==> src/rtl/mxau_pkg.sv <==
// Shared types, codes, saturation helpers and transpose index helpers for the 4x4 matrix arithmetic unit.
package mxau_pkg;

  localparam int WORD_W    = 32;
  localparam int FRAC_BITS = 16;
  localparam int ADDR_W    = 4;
  localparam int DEPTH     = 16;

  // Action codes as they arrive on the command port
  localparam logic [3:0] ACT_WRA   = 4'd0;
  localparam logic [3:0] ACT_WRB   = 4'd1;
  localparam logic [3:0] ACT_RD    = 4'd2;
  localparam logic [3:0] ACT_ID    = 4'd3;
  localparam logic [3:0] ACT_TR    = 4'd4;
  localparam logic [3:0] ACT_ADD   = 4'd5;
  localparam logic [3:0] ACT_SUB   = 4'd6;
  localparam logic [3:0] ACT_MUL   = 4'd7;
  localparam logic [3:0] ACT_SCALE = 4'd8;
  // Internal step kinds beyond the action codes
  localparam logic [3:0] KIND_NONE  = 4'd9;
  localparam logic [3:0] KIND_LOAD  = 4'd10;
  localparam logic [3:0] KIND_MAC   = 4'd11;
  localparam logic [3:0] KIND_CLEAR = 4'd12;

  localparam logic [WORD_W-1:0] ONE_Q = WORD_W'(1) << FRAC_BITS;
  localparam logic [WORD_W-1:0] MAX_Q = {1'b0, {(WORD_W-1){1'b1}}};
  localparam logic [WORD_W-1:0] MIN_Q = {1'b1, {(WORD_W-1){1'b0}}};

  // One memory step issued by the sequencer
  typedef struct packed {
    logic              valid;
    logic [3:0]        kind;
    logic [ADDR_W-1:0] raddr_a;
    logic [ADDR_W-1:0] raddr_b;
    logic [ADDR_W-1:0] waddr;
    logic [1:0]        k;
    logic              first;
    logic              last;
    logic              done;
  } iss_t;

  // Write-back to the two matrix memories
  typedef struct packed {
    logic              we_a;
    logic              we_b;
    logic [ADDR_W-1:0] addr;
    logic [WORD_W-1:0] data;
  } wr_t;

  typedef struct packed {
    logic [WORD_W-1:0] v;
    logic              ov;
  } sat_t;

  // Scale a magnitude product back by FRAC_BITS, apply sign, saturate
  function automatic sat_t sat_prod(input logic [2*WORD_W-1:0] p, input logic neg);
    logic [2*WORD_W-FRAC_BITS-1:0] sh;
    sat_t r;
    sh   = p[2*WORD_W-1:FRAC_BITS];
    r.ov = 1'b0;
    r.v  = '0;
    if (!neg) begin
      if (sh > (2*WORD_W-FRAC_BITS)'(MAX_Q)) begin
        r.v  = MAX_Q;
        r.ov = 1'b1;
      end else begin
        r.v = sh[WORD_W-1:0];
      end
    end else begin
      if (sh > (2*WORD_W-FRAC_BITS)'(MIN_Q)) begin
        r.v  = MIN_Q;
        r.ov = 1'b1;
      end else begin
        r.v = ~sh[WORD_W-1:0] + WORD_W'(1);
      end
    end
    return r;
  endfunction

  // Saturate a wide signed sum to the element width
  function automatic sat_t clamp_wide(input logic signed [WORD_W+1:0] s);
    sat_t r;
    r.ov = 1'b0;
    r.v  = s[WORD_W-1:0];
    if (s > $signed({2'b00, MAX_Q})) begin
      r.v  = MAX_Q;
      r.ov = 1'b1;
    end else if (s < $signed({2'b11, MIN_Q})) begin
      r.v  = MIN_Q;
      r.ov = 1'b1;
    end
    return r;
  endfunction

  // Off-diagonal pairs swapped by a transpose
  function automatic logic [ADDR_W-1:0] tr_lo(input logic [2:0] p);
    logic [ADDR_W-1:0] r;
    case (p)
      3'd0:    r = 4'd1;
      3'd1:    r = 4'd2;
      3'd2:    r = 4'd3;
      3'd3:    r = 4'd6;
      3'd4:    r = 4'd7;
      default: r = 4'd11;
    endcase
    return r;
  endfunction

  function automatic logic [ADDR_W-1:0] tr_hi(input logic [ADDR_W-1:0] lo);
    return {lo[1:0], lo[3:2]};
  endfunction

endpackage

==> src/rtl/mxau_ram.sv <==
// Generic single-write, single-read synchronous RAM with registered read data.
module mxau_ram #(
  parameter int WIDTH = 32,
  parameter int DEPTH = 16
) (
  input  logic                     clk,
  input  logic                     we,
  input  logic [$clog2(DEPTH)-1:0] waddr,
  input  logic [WIDTH-1:0]         wdata,
  input  logic [$clog2(DEPTH)-1:0] raddr,
  output logic [WIDTH-1:0]         rdata
);

  logic [WIDTH-1:0] mem [DEPTH];

  always_ff @(posedge clk) begin
    if (we) begin
      mem[waddr] <= wdata;
    end
    rdata <= mem[raddr];
  end

endmodule

==> src/rtl/mxau_seq.sv <==
// Step sequencer: turns one command into a stream of memory steps.
module mxau_seq (
  input  logic                 clk,
  input  logic                 rst,
  input  logic                 accept,
  input  logic [3:0]           action,
  input  logic [1:0]           row,
  input  logic [1:0]           col,
  output logic                 running,
  output mxau_pkg::iss_t       iss
);

  localparam logic [1:0] ST_IDLE  = 2'd0;
  localparam logic [1:0] ST_CLEAR = 2'd1;
  localparam logic [1:0] ST_RUN   = 2'd2;

  logic [1:0] state;
  logic [3:0] act;
  logic [3:0] idx;
  logic [4:0] cnt;
  logic [1:0] mrow;
  logic [3:0] m;
  logic [3:0] tlo;

  assign running = (state != ST_IDLE);
  assign m       = 4'(cnt - 5'd4);
  assign tlo     = mxau_pkg::tr_lo(cnt[3:1]);

  // Step decode
  always_comb begin
    iss       = '0;
    iss.valid = (state != ST_IDLE);
    iss.kind  = mxau_pkg::KIND_NONE;
    unique case (state)
      ST_CLEAR: begin
        iss.kind  = mxau_pkg::KIND_CLEAR;
        iss.waddr = cnt[3:0];
      end
      ST_RUN: begin
        case (act) inside
          mxau_pkg::ACT_WRA, mxau_pkg::ACT_WRB, mxau_pkg::ACT_RD: begin
            iss.kind    = act;
            iss.raddr_a = idx;
            iss.waddr   = idx;
            iss.done    = 1'b1;
          end
          mxau_pkg::ACT_ID: begin
            iss.kind  = act;
            iss.waddr = cnt[3:0];
            iss.done  = (cnt[3:0] == 4'd15);
          end
          mxau_pkg::ACT_TR: begin
            // for each pair, the even step reads the low element and writes it high; the odd step the reverse
            iss.kind    = act;
            iss.raddr_a = cnt[0] ? mxau_pkg::tr_hi(tlo) : tlo;
            iss.waddr   = cnt[0] ? tlo : mxau_pkg::tr_hi(tlo);
            iss.done    = (cnt[3:0] == 4'd11);
          end
          mxau_pkg::ACT_ADD, mxau_pkg::ACT_SUB, mxau_pkg::ACT_SCALE: begin
            iss.kind    = act;
            iss.raddr_a = cnt[3:0];
            iss.raddr_b = cnt[3:0];
            iss.waddr   = cnt[3:0];
            iss.done    = (cnt[3:0] == 4'd15);
          end
          mxau_pkg::ACT_MUL: begin
            if (cnt < 5'd4) begin
              // load the row of A into the operand registers
              iss.kind    = mxau_pkg::KIND_LOAD;
              iss.raddr_a = {mrow, cnt[1:0]};
              iss.k       = cnt[1:0];
            end else begin
              iss.kind    = mxau_pkg::KIND_MAC;
              iss.raddr_b = {m[1:0], m[3:2]};
              iss.waddr   = {mrow, m[3:2]};
              iss.k       = m[1:0];
              iss.first   = (m[1:0] == 2'd0);
              iss.last    = (m[1:0] == 2'd3);
              iss.done    = (mrow == 2'd3) && (cnt == 5'd19);
            end
          end
          default: begin
            iss.kind = mxau_pkg::KIND_NONE;
            iss.done = 1'b1;
          end
        endcase
      end
      default: begin
        iss.valid = 1'b0;
      end
    endcase
  end

  // Sequencer state
  always_ff @(posedge clk) begin
    if (rst) begin
      state <= ST_CLEAR;
      cnt   <= '0;
      mrow  <= '0;
      act   <= '0;
      idx   <= '0;
    end else begin
      unique case (state)
        ST_IDLE: begin
          if (accept) begin
            state <= ST_RUN;
            act   <= action;
            idx   <= {row, col};
            cnt   <= '0;
            mrow  <= '0;
          end
        end
        ST_CLEAR: begin
          cnt <= cnt + 5'd1;
          if (cnt[3:0] == 4'd15) begin
            state <= ST_IDLE;
          end
        end
        ST_RUN: begin
          if (iss.done) begin
            state <= ST_IDLE;
          end else if (act == mxau_pkg::ACT_MUL && cnt == 5'd19) begin
            cnt  <= '0;
            mrow <= mrow + 2'd1;
          end else begin
            cnt <= cnt + 5'd1;
          end
        end
        default: begin
          state <= ST_IDLE;
        end
      endcase
    end
  end

endmodule

==> src/rtl/mxau_alu.sv <==
// Read-data stage, shared multiplier/adder stage and write-back of the matrix unit.
module mxau_alu (
  input  logic                              clk,
  input  logic                              rst,
  input  logic                              accept,
  input  logic signed [mxau_pkg::WORD_W-1:0] value,
  input  mxau_pkg::iss_t                    iss,
  input  logic [mxau_pkg::WORD_W-1:0]       rdata_a,
  input  logic [mxau_pkg::WORD_W-1:0]       rdata_b,
  output mxau_pkg::wr_t                     wr,
  output logic                              pipe_busy,
  output logic                              valid,
  output logic [mxau_pkg::WORD_W-1:0]       rd_out,
  output logic                              ov_out,
  output logic [3:0]                        kind_out
);

  localparam int W = mxau_pkg::WORD_W;

  mxau_pkg::iss_t tag1, tag2;
  logic              v1, v2;
  logic [W-1:0]      value_q;
  logic [W-1:0]      arow [4];
  logic [W-1:0]      op_a, op_b;
  logic [W-1:0]      mag_a, mag_b;
  logic [2*W-1:0]    prod;
  logic              neg2;
  logic signed [W:0] sum2;
  logic [W-1:0]      data2;
  logic signed [W+1:0] acc, acc_next;
  logic              ov_acc;
  mxau_pkg::sat_t    sp, sc, sa;
  logic              ov_now;

  // Operand select for the shared multiplier
  always_comb begin
    op_a  = (tag1.kind == mxau_pkg::KIND_MAC) ? arow[tag1.k] : rdata_a;
    op_b  = (tag1.kind == mxau_pkg::KIND_MAC) ? rdata_b : value_q;
    mag_a = op_a[W-1] ? (~op_a + W'(1)) : op_a;
    mag_b = op_b[W-1] ? (~op_b + W'(1)) : op_b;
  end

  // Pipeline control
  always_ff @(posedge clk) begin
    if (rst) begin
      v1 <= 1'b0;
      v2 <= 1'b0;
    end else begin
      v1 <= iss.valid;
      v2 <= v1;
    end
  end

  // Stage payload: product, sum and raw read data
  always_ff @(posedge clk) begin
    tag1  <= iss;
    tag2  <= tag1;
    prod  <= mag_a * mag_b;
    neg2  <= op_a[W-1] ^ op_b[W-1];
    data2 <= rdata_a;
    if (tag1.kind == mxau_pkg::ACT_SUB) begin
      sum2 <= $signed({rdata_a[W-1], rdata_a}) - $signed({rdata_b[W-1], rdata_b});
    end else begin
      sum2 <= $signed({rdata_a[W-1], rdata_a}) + $signed({rdata_b[W-1], rdata_b});
    end
    if (v1 && tag1.kind == mxau_pkg::KIND_LOAD) begin
      arow[tag1.k] <= rdata_a;
    end
    if (accept) begin
      value_q <= value;
    end
  end

  // Saturation and accumulate
  always_comb begin
    sp       = mxau_pkg::sat_prod(prod, neg2);
    sc       = mxau_pkg::clamp_wide({sum2[W], sum2});
    acc_next = (tag2.first ? '0 : acc) + {{2{sp.v[W-1]}}, sp.v};
    sa       = mxau_pkg::clamp_wide(acc_next);
  end

  // Write-back decode
  always_comb begin
    wr      = '0;
    wr.addr = tag2.waddr;
    ov_now  = 1'b0;
    case (tag2.kind)
      mxau_pkg::ACT_WRA: begin
        wr.we_a = v2;
        wr.data = value_q;
      end
      mxau_pkg::ACT_WRB: begin
        wr.we_b = v2;
        wr.data = value_q;
      end
      mxau_pkg::ACT_ID: begin
        wr.we_a = v2;
        wr.data = (tag2.waddr[1:0] == tag2.waddr[3:2]) ? mxau_pkg::ONE_Q : '0;
      end
      mxau_pkg::ACT_TR: begin
        wr.we_a = v2;
        wr.data = data2;
      end
      mxau_pkg::ACT_ADD, mxau_pkg::ACT_SUB: begin
        wr.we_a = v2;
        wr.data = sc.v;
        ov_now  = sc.ov;
      end
      mxau_pkg::ACT_SCALE: begin
        wr.we_a = v2;
        wr.data = sp.v;
        ov_now  = sp.ov;
      end
      mxau_pkg::KIND_MAC: begin
        wr.we_a = v2 && tag2.last;
        wr.data = sa.v;
        ov_now  = sp.ov || (tag2.last && sa.ov);
      end
      mxau_pkg::KIND_CLEAR: begin
        wr.we_a = v2;
        wr.we_b = v2;
        wr.data = '0;
      end
      default: begin
        wr.data = '0;
      end
    endcase
  end

  // Accumulator and sticky overflow
  always_ff @(posedge clk) begin
    if (v2 && tag2.kind == mxau_pkg::KIND_MAC) begin
      acc <= acc_next;
    end
    if (rst || accept) begin
      ov_acc <= 1'b0;
    end else if (v2 && ov_now) begin
      ov_acc <= 1'b1;
    end
  end

  assign pipe_busy = v1 || v2;
  assign valid     = v2 && tag2.done && (tag2.kind != mxau_pkg::KIND_CLEAR);
  assign rd_out    = (tag2.kind == mxau_pkg::ACT_RD) ? data2 : '0;
  assign ov_out    = ov_acc || ov_now;
  assign kind_out  = tag2.kind;

endmodule

==> src/rtl/matrix4x4_arithmetic_unit.sv <==
// Top level of the 4x4 Q16.16 matrix arithmetic unit: sequencer, datapath and two memories.
// One transaction at a time; the next can be accepted in the cycle after the result.
// The multiply is bound by one shared multiplier fed from the B memory read port.
// Reset (synchronous) runs a clearing pass over both memories, and busy stays high until it is done.
// The result strobe lasts one cycle and the receiver cannot stall.
module matrix4x4_arithmetic_unit (
  input  logic               clk,
  input  logic               rst,
  input  logic               start,
  output logic               busy,
  input  logic [3:0]         action,
  input  logic [1:0]         row,
  input  logic [1:0]         col,
  input  logic signed [31:0] value,
  output logic               valid,
  output logic signed [31:0] read_value,
  output logic               overflow
);

  localparam int W = mxau_pkg::WORD_W;

  mxau_pkg::iss_t iss;
  mxau_pkg::wr_t  wr;
  logic           accept;
  logic           running;
  logic           pipe_busy;
  logic [W-1:0]   rdata_a, rdata_b;
  logic [W-1:0]   rd_out;
  logic [3:0]     kind_out;

  assign busy       = running || pipe_busy;
  assign accept     = start && !busy;
  assign read_value = rd_out;

  mxau_seq u_seq (
    .clk     (clk),
    .rst     (rst),
    .accept  (accept),
    .action  (action),
    .row     (row),
    .col     (col),
    .running (running),
    .iss     (iss)
  );

  mxau_ram #(.WIDTH(W), .DEPTH(mxau_pkg::DEPTH)) u_ram_a (
    .clk   (clk),
    .we    (wr.we_a),
    .waddr (wr.addr),
    .wdata (wr.data),
    .raddr (iss.raddr_a),
    .rdata (rdata_a)
  );

  mxau_ram #(.WIDTH(W), .DEPTH(mxau_pkg::DEPTH)) u_ram_b (
    .clk   (clk),
    .we    (wr.we_b),
    .waddr (wr.addr),
    .wdata (wr.data),
    .raddr (iss.raddr_b),
    .rdata (rdata_b)
  );

  mxau_alu u_alu (
    .clk       (clk),
    .rst       (rst),
    .accept    (accept),
    .value     (value),
    .iss       (iss),
    .rdata_a   (rdata_a),
    .rdata_b   (rdata_b),
    .wr        (wr),
    .pipe_busy (pipe_busy),
    .valid     (valid),
    .rd_out    (rd_out),
    .ov_out    (overflow),
    .kind_out  (kind_out)
  );

`ifndef SYNTHESIS
  a_strobe_ends_busy: assert property (@(posedge clk) disable iff (rst)
    valid |=> !busy) else $error("busy still high after result");
  a_strobe_needs_busy: assert property (@(posedge clk) disable iff (rst)
    valid |-> busy) else $error("result without a transaction in flight");
  a_read_no_ov: assert property (@(posedge clk) disable iff (rst)
    valid && kind_out == mxau_pkg::ACT_RD |-> !overflow)
    else $error("overflow flagged on a read");
  a_accept_busy: assert property (@(posedge clk) disable iff (rst)
    accept |=> busy) else $error("accepted transaction did not raise busy");
`endif

endmodule

==> config.mk <==
export PLATFORM = sky130hd
export DESIGN_NAME = matrix4x4_arithmetic_unit
export DESIGN_NICKNAME = d
export VERILOG_FILES = /design/src/rtl/mxau_pkg.sv /design/src/rtl/mxau_ram.sv /design/src/rtl/mxau_seq.sv /design/src/rtl/mxau_alu.sv /design/src/rtl/matrix4x4_arithmetic_unit.sv
export SDC_FILE = /design/constraint.sdc
export NUM_CORES = 2
export LEC_CHECK = 0
export BUFFER_PORTS_ARGS = -buffer_cell sky130_fd_sc_hd__buf_2
export CAP_MARGIN = 5
export CORE_UTILIZATION = 70
export DETAILED_ROUTE_END_ITERATION = 6
export GPL_ROUTABILITY_DRIVEN = 0
export PLACE_DENSITY = 0.85
export SYNTH_ARGS = -nofsm -noshare
export SYNTH_HDL_FRONTEND = slang
export SYNTH_SLANG_ARGS = --single-unit
==> constraint.sdc <==
create_clock -name clk -period 19.8 [get_ports clk]
set_input_delay 0 -clock clk [delete_from_list [all_inputs] [get_ports clk]]
set_output_delay 0 -clock clk [all_outputs]
set_load 0.005 [all_outputs]
After elaboration in Yosys (flattened, before gate mapping)
Memories as Yosys holds them, arrays and structs flattened. A register that Yosys moved wholly into a read port is not among the register bits. Index checks and enable logic that the tools add are counted.

Add/sub/neg operators: 9. $mul: 1. $lt $le $gt $ge: 7. Equal/unequal tests: 38. Multiplexer cells: 77. Bitwise operators: 7. Reduce and logical (&&, ||, !) cells: 38.

Operators with widths (number): 2-to-1 mux 32 bit (7); 2-to-1 mux 33 bit (6); one-hot mux 32 bit (6 select lines) (1); adder 32 x 1 -> 32 bit (second input constant) (3); inverter 32 bit (3); 2-to-1 mux 4 bit (23); multiplier 32 x 32 -> 64 bit (1); > comparator 48 x 31 -> 1 bit (second input constant) (1); > comparator 48 x 32 -> 1 bit (second input constant) (1); adder 34 bit (1); > comparator 34 x 32 -> 1 bit (second input constant) (1); less-than comparator 34 x 32 -> 1 bit (second input constant) (1); 2-to-1 mux 34 bit (1); adder 32 x 32 -> 33 bit (1); > comparator 33 x 32 -> 1 bit (second input constant) (1); less-than comparator 33 x 32 -> 1 bit (second input constant) (1); subtractor 32 x 32 -> 33 bit (1); equality test 4 x 3 -> 1 bit (second input constant) (8); equality test 4 bit (second input constant) (8); one-hot mux 4 bit (5 select lines) (1); 2-to-1 mux 17 bit (1); equality test 4 x 2 -> 1 bit (second input constant) (4); 2-to-1 mux 1 bit (16); 2-to-1 mux 2 bit (8); 42 further kinds (77).

Flip-flop bits (word level): 240. Memory bits (writable): 1152. Input bits: 43. Output and inout bits: 35. Word-level logic and storage cells: 205. Memories kept: 3.

Memories: u_ram_a.mem (words 16, width 32, rd ports 1, clocked after memory_dff 1, wr ports 1, line mxau_ram.sv:14) `logic [WIDTH-1:0] mem [DEPTH];`; u_ram_b.mem (words 16, width 32, rd ports 1, clocked after memory_dff 1, wr ports 1, line mxau_ram.sv:14); u_alu.arow (words 4, width 32, rd ports 1, clocked after memory_dff 1, wr ports 1, line mxau_alu.sv:23) `logic [W-1:0] arow [4];`.

Depth between registers and ports, before layout
Depth in word-level cells: 12. Gate-level depth with buffers: 46. Gate-level depth less buffers: 41.

Hierarchy
A second synthesis with hierarchy kept.

Cell total of the unflattened synthesis: 7363. Area, all modules: 92160.9 um^2.

Modules (own cells, without submodules): mxau_alu (instances 1, cells each 5452, area each 50857.5 um^2, seq. area each 8648.3 um^2); mxau_ram (instances 2, cells each 838, area each 19835.3 um^2, seq. area each 16015.4 um^2); mxau_seq (instances 1, cells each 233, area each 1619.1 um^2, seq. area each 340.3 um^2); matrix4x4_arithmetic_unit (instances 1, cells each 2, area each 13.8 um^2, seq. area each 0.0 um^2).

Worst setup path before layout
Ideal clock, no wire load.

Path type: reg2reg. Start point: register u_alu.tag1[17] (netlist name). End point: register u_alu.prod[63]. Setup time: 123 ps. Data arrival time: 11243 ps. Required time: 19677 ps. Setup slack: 8433 ps. Cell stages (with the launch flop): 41. Path buffers: 7. Period minus slack after synthesis: 11367 ps. Cells stage by stage: dfxtp_1 -> and4b_1 -> buf_2 -> buf_1 -> clkbuf_1 -> clkbuf_1 -> buf_2 -> buf_2 -> mux2i_1 -> ha_1 -> and2_1 -> nand2b_1 -> inv_1 -> nand2_1 -> nor3_1 -> nor2_1 -> xor2_1 -> clkbuf_1 -> (+5 left out) -> fa_1 -> inv_1 -> fa_1 -> fa_1 -> fa_1 -> fa_1 -> ha_1 -> a21o_1 -> a21o_1 -> a221oi_1 -> inv_1 -> o31a_1 -> o311a_1 -> o31ai_1 -> o2111ai_1 -> a31oi_1 -> o21bai_1 -> xor2_1.

Longest elaborated chain between the ends: 6. Elaborated cells on any way between the ends: 10. Classes of those cells: add/sub (2); mul (1); eq/ne (1); mux (4); bitwise (2).

RTL lines: from (decl) (line mxau_alu.sv:20) `mxau_pkg::iss_t tag1, tag2;`; from (signal assigned) (line mxau_alu.sv:56) `tag1 <= iss;`; equality test 4 bit (*) (line mxau_alu.sv:37, mxau_alu.sv:38); 2-to-1 mux 32 bit (on tied branches) (line mxau_alu.sv:37, mxau_alu.sv:38); inverter 32 bit (on tied branches) (line mxau_alu.sv:39, mxau_alu.sv:40); adder 32 x 1 -> 32 bit (on tied branches) (line mxau_alu.sv:39, mxau_alu.sv:40); 2-to-1 mux 32 bit (on tied branches) (line mxau_alu.sv:39, mxau_alu.sv:40); multiplier 32 x 32 -> 64 bit (*) (line mxau_alu.sv:58) `prod <= mag_a * mag_b;`; to (signal assigned) (line mxau_alu.sv:58); to (decl) (line mxau_alu.sv:26) `logic [2*W-1:0] prod;`.

Every way passes the cells marked *; elsewhere a longest branch is shown, timed or not. A chain may end at the register's enable or synchronous reset.

==> summary.txt <==
Crit path required time: 20.50 ns
Synth top area share: 0.396
synthesis-stage register bit count: 1440
critical path type: reg2reg
critical path depth: 38
cell taking the most area after synthesis: edfxtp_1
clock-pin slew on the worst setup and hold paths: 0.08 ns
clock tree root buffer cell: clkbuf_16
register area: 0.0410 mm^2
I/O Buffers: 77
average routed wire per standard cell: 32.0 um
cell family with most CP delay: adder cells
Clock Sinks: 1440
Die ar.: 0.133 mm^2
Fmax achieved: 75.8 MHz
most common flop cell mapped by yosys: edfxtp_1
layout cell share with drive strength beyond 1: 0.102
largest net degree at the start of global routing: 175
worst-skew pair later-pin latency: 0.83 ns
TritonCTS clock tree: built
initial core utilization: 0.709
dpl ws: 7.71 ns
DRT iter0 DRCs: 11691
Netlist cell types: 86
top cells by area, synth: edfxtp_1, fa_1, dfxtp_1
Max clock buf depth: 3
worst slew pin tran: 1.57 ns
Cells after Synth: 7718
Area Growth Syn to Fin: 9.71%
Pre-antenna DRT Iters: 7
max cap viols: 4
crit end category: flop
Slew headroom: -0.0484
R2R cell count: 38
hold_buf cts: 77
Post-synth EDFFs: 1218
post-layout worst setup margin: 6.62 ns
post_cts resized: 0
setup_tns: 0 ns
Via density: 7.13
grt total ovfl: 0
first-pass GRT wire length: 452000 um
Pins Over Slew Limit: 72
Synthesis Warnings: 0
H-tree lvl count: 4
core area: 0.130 mm^2
number of global-route vias before repair: 71112
Worst Path Arrival: 13.88 ns
io pins: 78
footprint of the multi-input gates: 0.0471 mm^2
run status: finished, violations left
post-route clock period utilization: 0.666
initial antenna violation count: 35
Avg Inst Size Synth: 12.0 um^2
row count: 132
DP HPWL: 191000 um
Startpoint Class: flop
GRT Total Usage: 0.475
# DRC: 147
ys async rst share: 0
Fin. Hold Viols: 0
unrepaired setup endpoints after global routing: no
CP Max Fanout: 20
CP max-delay cell: xor2_1
DRT Wirelength: 310000 um
Die Wd: 365 um
Die Ht: 365 um
Post-Syn Nets: 8996
Num CTS Buffers: 136
number of routed nets with antenna violations: 0
hold crit path type: in2reg
clock skew: 0.0644 ns
Syn Std Cell Area: 0.0923 mm^2
Worst path max stage delay: 0.95 ns
vias: 69202
minimum clock period: 13.18 ns
failing checks: design-rule violations, max-capacitance violations, max-slew violations
Seq/Total Area, Yosys: 0.445
nets: 9104
Post-CTS Setup Inserts: 0
Final setup viols: 0
Hold Path Depth: 2
Critical path buffers and inverters: 10
layout filler cell count: 6932
## metal layers
layer,vias to the layer above,part of all wire,GRT usage
met4,28,0.097,0.352
met2,7243,0.42,0.678
met5,-,0.00095,0.00581
met3,2264,0.18,0.229
met1,33209,0.30,0.557
li1,26458,-,-
## final timing paths
path	start	endpoint	slack [ns]
max	u_alu.tag1[3]	u_alu.prod[48]	6.62
max reg2reg	u_alu.tag1[3]	u_alu.prod[48]	6.62
min reg2reg	u_alu.tag1[6]	u_alu.wr[33]	0.31
min	value[30]	u_alu.value_q[30]	0.12
## metrics by stage
stage	hold slack, ns	area [um^2]	utilization	std cells
after detailed placement	0.178	95700	0.735	9349
after CTS	0.0546	101000	0.777	9677
after global routing	0.144	101000	0.778	9686
final	0.121	101000	0.778	9703
after floorplan	0.0989	92300	-	7718
after global placement	0.179	95700	0.735	9349
## layout make-up
class / instances / share of cell area
inverters: 942 / 0.0349
clock inverters: 66 / 0.00813
repair buffers: 357 / 0.0272
multi-input cells: 4949 / 0.465
diodes: 22 / 0.000544
well taps: 1742 / 0.0215
clock buffers: 185 / 0.0374
flip-flops and latches: 1440 / 0.405
## Yosys cell counts, types with 5 or more instances
library cell,n
a2111o_1,10
a211o_1,20
a211oi_1,137
a21o_1,77
a21oi_1,214
a221o_1,10
a221oi_1,10
a22oi_1,33
a311oi_1,52
a31o_2,6
a31oi_1,88
and2_1,97
and3_1,19
buf_1,35
buf_2,18
clkbuf_1,333
dfxtp_1,222
edfxtp_1,1218
fa_1,897
ha_1,338
inv_1,942
mux2i_1,191
mux4_2,192
nand2_1,831
nand2b_1,29
nand3_1,37
nand4_1,30
nor2_1,794
nor2b_1,122
nor3_1,95
nor3b_1,6
nor4_1,18
o211ai_1,21
o21a_1,25
o21ai_0,118
o21ai_1,9
o21bai_1,24
o22ai_1,11
o31a_1,5
o31ai_1,16
or2_2,8
or3_1,32
or4_1,5
xnor2_1,134
xor2_1,117
## placed cells by master, fill, tap and decap left out, drive strengths merged, types with 137 or more instances in the layout
cell type	instances
mux2i	191
clkbuf	186
nor2	795
a21oi	214
ha	338
mux4	192
inv	950
fa	897
edfxtp	1218
buf	279
a211oi	137
dfxtp	222
nand2	831
## kinds of logic after synthesis
| family | count (synthesis) | synth area share |
|---|---|---|
| buffers and inverters | 1329 | 0.0544 |
| AOI/OAI and AO/OA | 925 | 0.0675 |
| xor gates and xnor gates | 253 | 0.0243 |
| and+or+nand+nor | 2151 | 0.101 |
| muxes | 384 | 0.0677 |
| adders and majority gates | 1236 | 0.241 |
| DFF | 1440 | 0.445 |
## registers in the layout (all words and copies together) (netlist names), 32 cells and up
register	flops
u_alu.arow	128
u_ram_b.mem	512
u_alu.acc	34
u_alu.value_q	32
u_ram_a.mem	512
u_alu.sum2	33
u_alu.prod	48
u_alu.data2	32
u_ram_a.rdata	32
u_ram_b.rdata	32
Power is not shown: default switching activity piles up to over one toggle a cycle in this logic, so the estimate is an artifact.
